`config.mk`:
```
export PLATFORM = sky130hd
export DESIGN_NAME = seven_segment_scan_driver_top
export DESIGN_NICKNAME = d
export VERILOG_FILES = /design/src/sv/ssd_pkg.sv /design/src/sv/ssd_decode.sv /design/src/sv/ssd_serializer.sv /design/src/sv/seven_segment_scan_driver_top.sv
export SDC_FILE = /design/constraint.sdc
export NUM_CORES = 1
export LEC_CHECK = 0
export ABC_AREA = 1
export CAP_MARGIN = 20
export CORE_MARGIN = 2
export CORE_UTILIZATION = 56
export DETAILED_ROUTE_END_ITERATION = 7
export DONT_BUFFER_PORTS = 1
export PLACE_DENSITY = 0.71
export SKIP_LAST_GASP = 1
export SYNTH_ARGS = -nofsm -noshare
export SYNTH_HDL_FRONTEND = slang
export SYNTH_SLANG_ARGS = --single-unit
```
`constraint.sdc`:
```
create_clock -name clk_i -period 8.8 [get_ports clk_i]
set_input_delay 0.44 -clock clk_i [delete_from_list [all_inputs] [get_ports clk_i]]
set_output_delay 0.44 -clock clk_i [all_outputs]
set_load 0.01 [all_outputs]
```
`src/sv/ssd_pkg.sv`:
```
`timescale 1ns / 1ps

package ssd_pkg;

  localparam int unsigned DigitsDef  = 4;
  localparam int unsigned StoreDepth = 4;
  localparam int unsigned SegW       = 8;
  localparam int unsigned SelW       = 8;
  localparam int unsigned WordW      = SegW + SelW;
  localparam int unsigned CntW       = $clog2(WordW + 1);

  localparam logic [SegW-1:0] GlyphDegree = 8'h9C;
  localparam logic [SegW-1:0] GlyphC      = 8'hC6;

  // Saturation limits per request kind
  localparam logic [13:0] NumberMax = 14'd9999;
  localparam logic [13:0] DegreeMax = 14'd999;
  localparam logic [13:0] TempMax   = 14'd99;
  localparam logic [6:0]  ClockMax  = 7'd99;

  typedef enum logic [2:0] {
    REQ_TICK   = 3'd0,
    REQ_NUMBER = 3'd1,
    REQ_TIME   = 3'd2,
    REQ_TEMP   = 3'd3,
    REQ_DEGREE = 3'd4,
    REQ_DIGITS = 3'd5,
    REQ_RAW    = 3'd6
  } req_e;

  typedef logic [SegW-1:0] seg_t;

  typedef struct packed {
    logic [2:0]  req_type;
    logic [13:0] number;
    logic [6:0]  hours;
    logic [6:0]  minutes;
    logic [7:0]  code1;
    logic [7:0]  code2;
    logic [7:0]  code3;
    logic [7:0]  code4;
  } in_item_t;

  typedef struct packed {
    logic serial_bit;
    logic latch_after;
  } out_item_t;

  // Decoded set request: load flag and the four segment codes, first digit at index 0
  typedef struct packed {
    logic                        load;
    seg_t [StoreDepth-1:0]       segs;
  } dec_t;

  // Word handed to the shifter
  typedef struct packed {
    logic             load;
    logic [WordW-1:0] word;
  } ser_load_t;

  // Active-low glyph of a decimal digit; anything above nine shows as nine
  function automatic seg_t glyph(input logic [7:0] d);
    seg_t g;
    case (d)
      8'd0:    g = 8'hC0;
      8'd1:    g = 8'hF9;
      8'd2:    g = 8'hA4;
      8'd3:    g = 8'hB0;
      8'd4:    g = 8'h99;
      8'd5:    g = 8'h92;
      8'd6:    g = 8'h82;
      8'd7:    g = 8'hF8;
      8'd8:    g = 8'h80;
      default: g = 8'h90;
    endcase
    return g;
  endfunction

endpackage

```
`src/sv/ssd_decode.sv`:
```
`timescale 1ns / 1ps

module ssd_decode import ssd_pkg::*; (
  input  in_item_t item_i,
  output dec_t     dec_o
);

  logic [13:0] lim;
  logic [13:0] num_sat;
  logic [29:0] p10;
  logic [26:0] p100;
  logic [27:0] p1000;
  logic [9:0]  q10;
  logic [6:0]  q100;
  logic [3:0]  q1000;
  logic [13:0] t10;
  logic [9:0]  t100;
  logic [6:0]  t1000;
  logic [3:0]  d0, d1, d2, d3;
  logic [6:0]  hr_sat, mn_sat;
  logic [14:0] ph, pm;
  logic [3:0]  ht, hu, mt, mu;
  logic [6:0]  ht10, mt10;

  // Saturate the number per request kind
  always_comb begin
    unique case (item_i.req_type)
      REQ_TEMP:   lim = TempMax;
      REQ_DEGREE: lim = DegreeMax;
      default:    lim = NumberMax;
    endcase
    num_sat = (item_i.number > lim) ? lim : item_i.number;
  end

  // Reciprocal multiply, exact for values up to 9999
  assign p10   = {16'd0, num_sat} * 30'd52429;
  assign p100  = {13'd0, num_sat} * 27'd5243;
  assign p1000 = {14'd0, num_sat} * 28'd8389;
  assign q10   = p10[28:19];
  assign q100  = p100[25:19];
  assign q1000 = p1000[26:23];

  assign t10   = 14'({q10, 3'b000}) + 14'({q10, 1'b0});
  assign t100  = 10'({q100, 3'b000}) + 10'({q100, 1'b0});
  assign t1000 = 7'({q1000, 3'b000}) + 7'({q1000, 1'b0});
  assign d0    = 4'(num_sat - t10);
  assign d1    = 4'(q10 - t100);
  assign d2    = 4'(q100 - t1000);
  assign d3    = q1000;

  // Time digits, exact for values up to 99
  assign hr_sat = (item_i.hours > ClockMax) ? ClockMax : item_i.hours;
  assign mn_sat = (item_i.minutes > ClockMax) ? ClockMax : item_i.minutes;
  assign ph     = {8'd0, hr_sat} * 15'd205;
  assign pm     = {8'd0, mn_sat} * 15'd205;
  assign ht     = ph[14:11];
  assign mt     = pm[14:11];
  assign ht10   = 7'({ht, 3'b000}) + 7'({ht, 1'b0});
  assign mt10   = 7'({mt, 3'b000}) + 7'({mt, 1'b0});
  assign hu     = 4'(hr_sat - ht10);
  assign mu     = 4'(mn_sat - mt10);

  always_comb begin
    dec_o.load = 1'b1;
    dec_o.segs = '0;
    unique case (item_i.req_type)
      REQ_NUMBER: begin
        dec_o.segs[0] = glyph({4'd0, d3});
        dec_o.segs[1] = glyph({4'd0, d2});
        dec_o.segs[2] = glyph({4'd0, d1});
        dec_o.segs[3] = glyph({4'd0, d0});
      end
      REQ_TIME: begin
        dec_o.segs[0] = glyph({4'd0, ht});
        dec_o.segs[1] = glyph({4'd0, hu});
        dec_o.segs[2] = glyph({4'd0, mt});
        dec_o.segs[3] = glyph({4'd0, mu});
      end
      REQ_TEMP: begin
        dec_o.segs[0] = glyph({4'd0, d1});
        dec_o.segs[1] = glyph({4'd0, d0});
        dec_o.segs[2] = GlyphDegree;
        dec_o.segs[3] = GlyphC;
      end
      REQ_DEGREE: begin
        dec_o.segs[0] = glyph({4'd0, d2});
        dec_o.segs[1] = glyph({4'd0, d1});
        dec_o.segs[2] = glyph({4'd0, d0});
        dec_o.segs[3] = GlyphDegree;
      end
      REQ_DIGITS: begin
        dec_o.segs[0] = glyph(item_i.code1);
        dec_o.segs[1] = glyph(item_i.code2);
        dec_o.segs[2] = glyph(item_i.code3);
        dec_o.segs[3] = glyph(item_i.code4);
      end
      REQ_RAW: begin
        dec_o.segs[0] = item_i.code1;
        dec_o.segs[1] = item_i.code2;
        dec_o.segs[2] = item_i.code3;
        dec_o.segs[3] = item_i.code4;
      end
      default: begin
        dec_o.load = 1'b0;
      end
    endcase
  end

endmodule

```
`src/sv/ssd_serializer.sv`:
```
`timescale 1ns / 1ps

module ssd_serializer import ssd_pkg::*; (
  input  logic      clk_i,
  input  logic      rst_ni,
  input  ser_load_t load_i,
  output logic      ready_o,
  output logic      out_valid_o,
  input  logic      out_ready_i,
  output out_item_t out_item_o
);

  logic [CntW-1:0]  cnt_q, cnt_d;
  logic [WordW-1:0] word_q, word_d;
  logic             take;

  assign out_valid_o            = (cnt_q != '0);
  assign take                   = out_valid_o && out_ready_i;
  assign out_item_o.serial_bit  = word_q[WordW-1];
  assign out_item_o.latch_after = (cnt_q == CntW'(1));
  // Free now, or the last bit leaves this cycle
  assign ready_o                = (cnt_q == '0) || ((cnt_q == CntW'(1)) && out_ready_i);

  always_comb begin
    cnt_d  = cnt_q;
    word_d = word_q;
    if (load_i.load) begin
      cnt_d  = CntW'(WordW);
      word_d = load_i.word;
    end else if (take) begin
      cnt_d  = cnt_q - CntW'(1);
      word_d = {word_q[WordW-2:0], 1'b0};
    end
  end

  always_ff @(posedge clk_i or negedge rst_ni) begin
    if (!rst_ni) begin
      cnt_q <= '0;
    end else begin
      cnt_q <= cnt_d;
    end
  end

  always_ff @(posedge clk_i) begin
    word_q <= word_d;
  end

endmodule

```
`src/sv/seven_segment_scan_driver_top.sv`:
```
`timescale 1ns / 1ps
// Flow: a word is registered on acceptance and handled from there; a tick waits until the
// shifter is free, which registers its word and sends one bit per accepted output cycle.
// Throughput: one set request per cycle while no tick waits; the 16-bit shifter takes a new
// tick as its last bit goes. Any tick, blank slot too, holds the input until the shifter frees.
// Reset: scan slot, all segment codes and the shifter bit count clear to zero.

module seven_segment_scan_driver_top import ssd_pkg::*; #(
  parameter int unsigned DIGITS = DigitsDef
) (
  input  logic      clk_i,
  input  logic      rst_ni,
  input  logic      in_valid_i,
  output logic      in_ready_o,
  input  in_item_t  in_item_i,
  output logic      out_valid_o,
  input  logic      out_ready_i,
  output out_item_t out_item_o
);

  // Slot runs 0 after reset, then 1..DIGITS+1; the last value is the blank slot
  localparam int unsigned SlotW = $clog2(DIGITS + 2);

  logic                  s1_valid_q;
  in_item_t              s1_item_q;
  logic [SlotW-1:0]      slot_q;
  seg_t [StoreDepth-1:0] seg_q;

  dec_t             dec;
  ser_load_t        ser_load;
  logic             ser_ready;
  logic             is_tick;
  logic             s1_fire;
  logic [SlotW-1:0] slot_next;
  logic             show;
  logic [2:0]       idx;
  seg_t             seg_sel;
  logic [SelW-1:0]  sel;

  // Front stage: hold one word; it moves on when handled, so the input stays open
  // while a previous tick is still being shifted out.
  assign is_tick    = (s1_item_q.req_type == REQ_TICK);
  assign s1_fire    = s1_valid_q && (!is_tick || ser_ready);
  assign in_ready_o = !s1_valid_q || s1_fire;

  always_ff @(posedge clk_i or negedge rst_ni) begin
    if (!rst_ni) begin
      s1_valid_q <= 1'b0;
    end else if (in_ready_o) begin
      s1_valid_q <= in_valid_i;
    end
  end

  always_ff @(posedge clk_i) begin
    if (in_ready_o && in_valid_i) begin
      s1_item_q <= in_item_i;
    end
  end

  // Turn set requests into four segment codes
  ssd_decode u_decode (
    .item_i (s1_item_q),
    .dec_o  (dec)
  );

  // Advance the scan slot; wrap from the blank slot back to the first digit
  assign slot_next = (slot_q <= SlotW'(DIGITS)) ? slot_q + SlotW'(1) : SlotW'(1);
  assign show      = (slot_next <= SlotW'(DIGITS));
  assign idx       = 3'(slot_next - SlotW'(1));

  // Digits past the four loaded ones show as code zero
  assign seg_sel = (idx < 3'(StoreDepth)) ? seg_q[idx[1:0]] : '0;
  assign sel     = SelW'(1) << idx;

  assign ser_load.load = s1_fire && is_tick && show;
  assign ser_load.word = {seg_sel, sel};

  always_ff @(posedge clk_i or negedge rst_ni) begin
    if (!rst_ni) begin
      slot_q <= '0;
      seg_q  <= '0;
    end else if (s1_fire) begin
      if (is_tick) begin
        slot_q <= slot_next;
      end
      if (dec.load) begin
        seg_q <= dec.segs;
      end
    end
  end

  // Shift out segment code then select byte, MSB first; flag the latch on the last bit
  ssd_serializer u_serializer (
    .clk_i       (clk_i),
    .rst_ni      (rst_ni),
    .load_i      (ser_load),
    .ready_o     (ser_ready),
    .out_valid_o (out_valid_o),
    .out_ready_i (out_ready_i),
    .out_item_o  (out_item_o)
  );

endmodule
```
==> Word level (Yosys, flattened, before mapping) <==
Memory sizes are Yosys's and may differ from the RTL's. A register that Yosys moved wholly into a read port is not among the register bits.
Cells that the tools add are included.
{ "op_classes": {"addsub": 13, "n_mul": 5, "order_cmp": 7, "n_eq_ne": 7, "shift": 1, "muxes": 22, "n_reduce_logical": 22} }
{ "op_table": {"columns": ["operator", "count"], "rows": [
  ["32-bit case mux with 6 select lines", 1],
  ["8-bit two-way mux", 6],
  ["16-bit two-way mux", 2],
  ["7-bit by 8-bit multiplier with 15-bit output, second input constant", 2],
  ["14-bit case mux with 2 select lines", 1],
  ["14-bit by 14-bit multiplier with 27-bit output, second input constant", 1],
  ["14-bit by 13-bit multiplier with 23-bit output, second input constant", 1],
  ["14-bit by 16-bit multiplier with 23-bit output, second input constant", 1],
  ["4-bit adder", 5],
  ["4-bit subtractor", 5],
  ["8-bit binary-select mux with 2-bit select", 1],
  ["4-bit logical NOT", 4],
  ["4-bit two-way mux", 4],
  ["14-bit greater-than comparator", 1],
  ["7-bit greater-than comparator, second input constant", 2],
  ["14-bit two-way mux", 1],
  ["7-bit two-way mux", 2],
  ["5-bit two-way mux", 2],
  ["3-bit == test, second input constant", 3],
  ["1-bit by 3-bit left shift with 8-bit output, first input constant", 1],
  ["3-bit by 2-bit == test with 1-bit output, second input constant", 2],
  ["3-bit less-or-equal comparator, second input constant", 2],
  ["1-bit logical AND", 6],
  ["6-bit OR reduction", 1],
  ["other kinds (16)", 20]
]} }
{ "word_totals": {"reg_bits": 120, "romBits": 1904, "in_bits": 67, "n_memories": 17} }
{ "memory_table": {"columns": ["name", "words", "width", "read_ports", "rd_clocked_by_memory_dff", "wr", "line_no", "text"], "rows": [
  ["(name not given)", 16, 7, 1, 0, 0, "ssd_pkg.sv:64", "case (d)"],
  ["(name not given)", 16, 7, 1, 0, 0, "ssd_pkg.sv:64", null],
  ["(name not given)", 16, 7, 1, 0, 0, "ssd_pkg.sv:64", null],
  ["(name not given)", 16, 7, 1, 0, 0, "ssd_pkg.sv:64", null],
  ["(name not given)", 16, 7, 1, 0, 0, "ssd_pkg.sv:64", null],
  ["(name not given)", 16, 7, 1, 0, 0, "ssd_pkg.sv:64", null],
  ["+11 memories", null, null, null, null, null, null, null]
]} }

==> Depth between registers and ports, before layout <==
An unclocked memory read counts as a cell.
{ "depth": {"word_depth": 9, "ltp_mapped": 55, "ltp_nobuf": 53} }

==> By module <==
A second synthesis with hierarchy kept.
{ "unflattened": {"hier_cells": 2451, "area_unflattened_um2": 19277.2} }
{ "by_module_without_submodules": {"columns": ["module", "n_inst", "cells_each", "area_each_um2", "seq_area_each_um2"], "rows": [
  ["ssd_decode", 1, 1992, 14144.8, 0.0],
  ["seven_segment_scan_driver_top", 1, 350, 4095.2, 2792.7],
  ["ssd_serializer", 1, 109, 1037.2, 605.6]
]} }

==> Worst setup path after synthesis <==
OpenSTA, ideal clock, no wires.
{ "synth_path": {"path_kind": "reg2reg", "start": "reg s1_item_q[60] in the netlist's numbering", "end": "reg seg_q[8] in the netlist's numbering", "setup_ps": 115, "t_arrival_ps": 8453, "required_time_ps": 8685, "slack_ps": 232, "path_stages_with_launch": 46, "period_less_slack_ps": 8568, "path_cell_list": "edfxtp_1 -> buf_2 -> nor2_1 -> inv_1 -> nor2_4 -> clkinv_1 -> ha_1 -> nand3_1 -> nor2_1 -> nand3_1 -> nor2_1 -> nand3_2 -> nand2_4 -> buf_6 -> inv_1 -> o21ai_0 -> ha_1 -> fa_1 -> [... 10 more ...] -> nand4_1 -> nand3_1 -> nand2_1 -> nand2_1 -> ha_1 -> inv_1 -> or2_2 -> nand2_1 -> inv_1 -> nor2_1 -> inv_1 -> o21ai_0 -> inv_1 -> nand3_1 -> o21a_1 -> nand3_1 -> nor2_1 -> nor2_1"} }
{ "synth_via": {"elab_chain_len": 9} }
{ "synth_rtl": {"columns": ["element", "line_no", "text"], "rows": [
  ["start: declaration", "seven_segment_scan_driver_top.sv:25", "in_item_t s1_item_q;"],
  ["start signal: assignment", "seven_segment_scan_driver_top.sv:56", "s1_item_q <= in_item_i;"],
  ["3-bit == test / 3-bit by 2-bit == test with 1-bit output (equally long branches)", "ssd_decode.sv:27, ssd_decode.sv:66", null],
  ["14-bit case mux with 2 select lines", "ssd_decode.sv:27", "unique case (item_i.req_type)"],
  ["14-bit greater-than comparator", "ssd_decode.sv:32", "num_sat = (item_i.number > lim) ? lim : item_i.number;"],
  ["14-bit two-way mux", "ssd_decode.sv:32", null],
  ["14-bit by 16-bit multiplier with 23-bit output (tied with other cells)", "ssd_decode.sv:36", "assign p10 = {16'd0, num_sat} * 30'd52429;"],
  ["4-bit adder (on tied branches)", "ssd_decode.sv:43, ssd_decode.sv:44, ssd_decode.sv:45", null],
  ["4-bit subtractor (on tied branches)", "ssd_decode.sv:46, ssd_decode.sv:47, ssd_decode.sv:48", null],
  ["memory 16 x 7 bit", null, null],
  ["32-bit case mux with 6 select lines", "ssd_decode.sv:66", "unique case (item_i.req_type)"],
  ["end signal: assignment", "seven_segment_scan_driver_top.sv:87", "seg_q <= dec.segs;"],
  ["end: declaration", "seven_segment_scan_driver_top.sv:27", "seg_t [StoreDepth-1:0] seg_q;"]
]} }
Parallel ways exist; a longest one is shown, timed or not.
A chain may end at the register's enable or synchronous reset.

==> Worst setup path after layout <==
{ "layout_path": {"start": "reg s1_item_q[60] in the netlist's numbering", "end": "reg seg_q[14] in the netlist's numbering"} }
Same word-level chain as after synthesis.

==> qor.txt <==
status -> finished clean
first-pass GRT wire length -> 80670 um
DRC viols -> 0
most used cell, CP -> nor2_1
most frequent cells in the layout -> inv_1 (520), nand2_1 (418), ha_1 (375), nor2_1 (167), fa_1 (146)
startpoint types -> flip-flop
initial core utilization -> 56.77%
period utilisation layout -> 94.35%
Post-synth EDFFs -> 79
Max Cap Violations -> 0
fin crit period -> 8303 ps
syn_nets -> 3020
initial antenna violation count -> 9
Fin. Hold Viols -> 0
most common cell after layout, fill and taps aside -> inv_1
Crit path largest cell delay -> 550 ps
FF+latch count, synth -> 148
routed len/inst -> 17.15 um
CTS max path bufs -> 2
GRT Overall Usage -> 28.48%
Die ar. -> 0.03644 mm^2
CTS Buf Count -> 17
Pre-antenna DRT Iters -> 8
Rows -> 68
Critical Path RT -> 9130 ps
Die Ht -> 190.9 um
Core Util, Final -> 61.56%
worst slew pin tran -> 815.2 ps
Slew Viols, Final -> 0
Syn Inst Count -> 2423
clock latency on the worst-skew pair -> 440 ps
Clock Sinks -> 148
Ys Warns -> 0
Iter 0 DRT Violations -> 962
H-tree level count -> 4
WL final -> 50310 um
ANT nets after route -> 0
CTS Root Cell -> clkbuf_16
Post-Syn Area -> 0.01956 mm^2
Async S/R FF share, synth -> 27.70%
placer congestion estimate -> 0.9764
vias in the first global route -> 15.90k
TritonCTS clock tree -> built
Die Width -> 190.9 um
Worst-path clk slew -> 70 ps
R2R Setup Slk -> 500 ps
area grow syn2layout -> 8.437%
Slew headroom -> 45.45%
Critical Path Sink Type -> flip-flop
critical path class -> reg -> reg
Top FF cell, synth -> edfxtp_1
layout cells sized above 1 -> 7.518%
sequential share of the synthesized area -> 20.24%
Hold WC Path Type -> in -> reg
critical path fanouts, max -> 12
Critical Path AT -> 8640 ps
Final Skew -> 11.83 ps
HPWL Detailed -> 41990 um
largest net degree at the start of global routing -> 59
final global-route overflow total -> 0
Slowest-stage cell, CP -> fa_1
distinct cell type count after synthesis -> 58
via-per-instance ratio -> 5.464
number of placed I/O pins -> 71
core area -> 0.03446 mm^2
final setup violation count -> 0
maximum clock rate -> 120.4 MHz
via count -> 16.03k
IO Port Bufs -> 0
fin nets -> 3058
Syn Area/Cell -> 8.073 um^2
[metrics by stage]
step / instance area, um^2 / TNS (ps) / hold WS (ps) / worst slack, ps / cells
floorplan: 19560 / 0 / 144.4 / 231.9 / 2423
global placement: 20240 / 0 / 145.7 / 234.8 / 2880
detailed placement: 20240 / 0 / 145.8 / 74.28 / 2880
CTS: 20870 / 0 / 72.29 / 54.42 / 2914
global route: 21210 / -237.5 / 73.68 / -41.88 / 2932
finish: 21210 / 0 / 84.08 / 497.1 / 2934
[critical path, delay by kind of cell (launching register included)]
family	cells	cell delay, ps
flops	1	510
fa+ha+maj	10	4050
simple gates	24	2530
buf+inv	12	980
compound gates	1	100
[kinds of logic after synthesis]
group	Yosys count	synth area share, %
adder cells (fa/ha/maj)	530	39.58
flip-flops	148	20.24
multiplexers	1	0.05756
AND/OR/NAND/NOR	851	19.14
buffers and inverters	564	10.91
XOR/XNOR	24	1.113
AO/OA/AOI/OAI	305	8.961
[layer usage]
layer  global-route usage [%]  part of all wire (%)  vias to the layer above
li1                         -                     -                     7896
met1                    36.92                    42                     7540
met2                    46.25                    46                      481
met3                    6.040                   7.3                      105
met4                    11.78                   3.9                        8
met5                        0                 0.097                        -
[Yosys cell counts (2+ instances only)]
cell | n | area (um^2)
a211oi_1 | 5 | 37.54
a21boi_1 | 2 | 15.01
a21o_1 | 10 | 75.07
a21oi_1 | 101 | 505.5
a221o_1 | 3 | 30.03
a221oi_1 | 11 | 96.34
a22oi_1 | 4 | 30.03
a2bb2oi_1 | 2 | 17.52
a31oi_1 | 8 | 50.05
and2_1 | 2 | 12.51
buf_2 | 2 | 10.01
clkbuf_1 | 23 | 86.33
dfrtp_1 | 41 | 1026
dfxtp_1 | 28 | 560.5
edfxtp_1 | 79 | 2372
fa_1 | 148 | 2963
ha_1 | 382 | 4780
inv_1 | 530 | 1989
inv_2 | 4 | 15.01
nand2_1 | 425 | 1595
nand2_2 | 9 | 56.30
nand2_4 | 4 | 45.04
nand3_1 | 109 | 545.5
nand3_2 | 3 | 30.03
nand3b_1 | 9 | 67.56
nand4_1 | 38 | 237.7
nor2_1 | 171 | 641.9
nor2_2 | 7 | 43.79
nor2_4 | 3 | 33.78
nor3_1 | 23 | 115.1
nor4_1 | 11 | 68.82
o2111ai_1 | 4 | 35.03
o211ai_1 | 3 | 22.52
o21a_1 | 11 | 82.58
o21ai_0 | 114 | 570.6
o21ai_1 | 9 | 45.04
o21bai_1 | 5 | 37.54
o22ai_1 | 3 | 18.77
o31ai_1 | 4 | 30.03
o32a_1 | 2 | 20.02
or2_2 | 33 | 206.5
xnor2_1 | 9 | 78.83
xor2_1 | 14 | 122.6
[path summary, 6_finish.rpt]
| kind | startpoint | to | cells past startpoint |
|---|---|---|---|
| worst max register to register | s1_item_q[60] | seg_q[14] | 47 |
| worst min-delay path | in_item_i[8] | s1_item_q[8] | 0 |
| worst min register to register | seg_q[26] | seg_q[26] | 2 |
| worst max-delay path | s1_item_q[60] | seg_q[14] | 47 |
| max in group asynchronous | rst_ni | seg_q[0] | 2 |
| min in group asynchronous | rst_ni | u_serializer.cnt_q[4] | 2 |
[final cells by class]
class	instances	area, um^2
timing repair buffer	47	399.1
clock inverter	15	160.2
antenna	5	12.51
fill	3045	13250
sequential	148	3959
tap	455	569.3
inverter	536	2029
clock buffer	17	425.4
multi-input combinational	1711	13660
[repair_timing]
action | CTS | global route
endpoints found under the hold margin | 41 | 0
endpoints found under the setup margin | 0 | 28
resized for setup | 0 | 59
buffers inserted | 0 | 15
hold buffers | 2 | 0
Power is not shown: default switching activity piles up to over one toggle a cycle in this logic, so the estimate is an artifact.
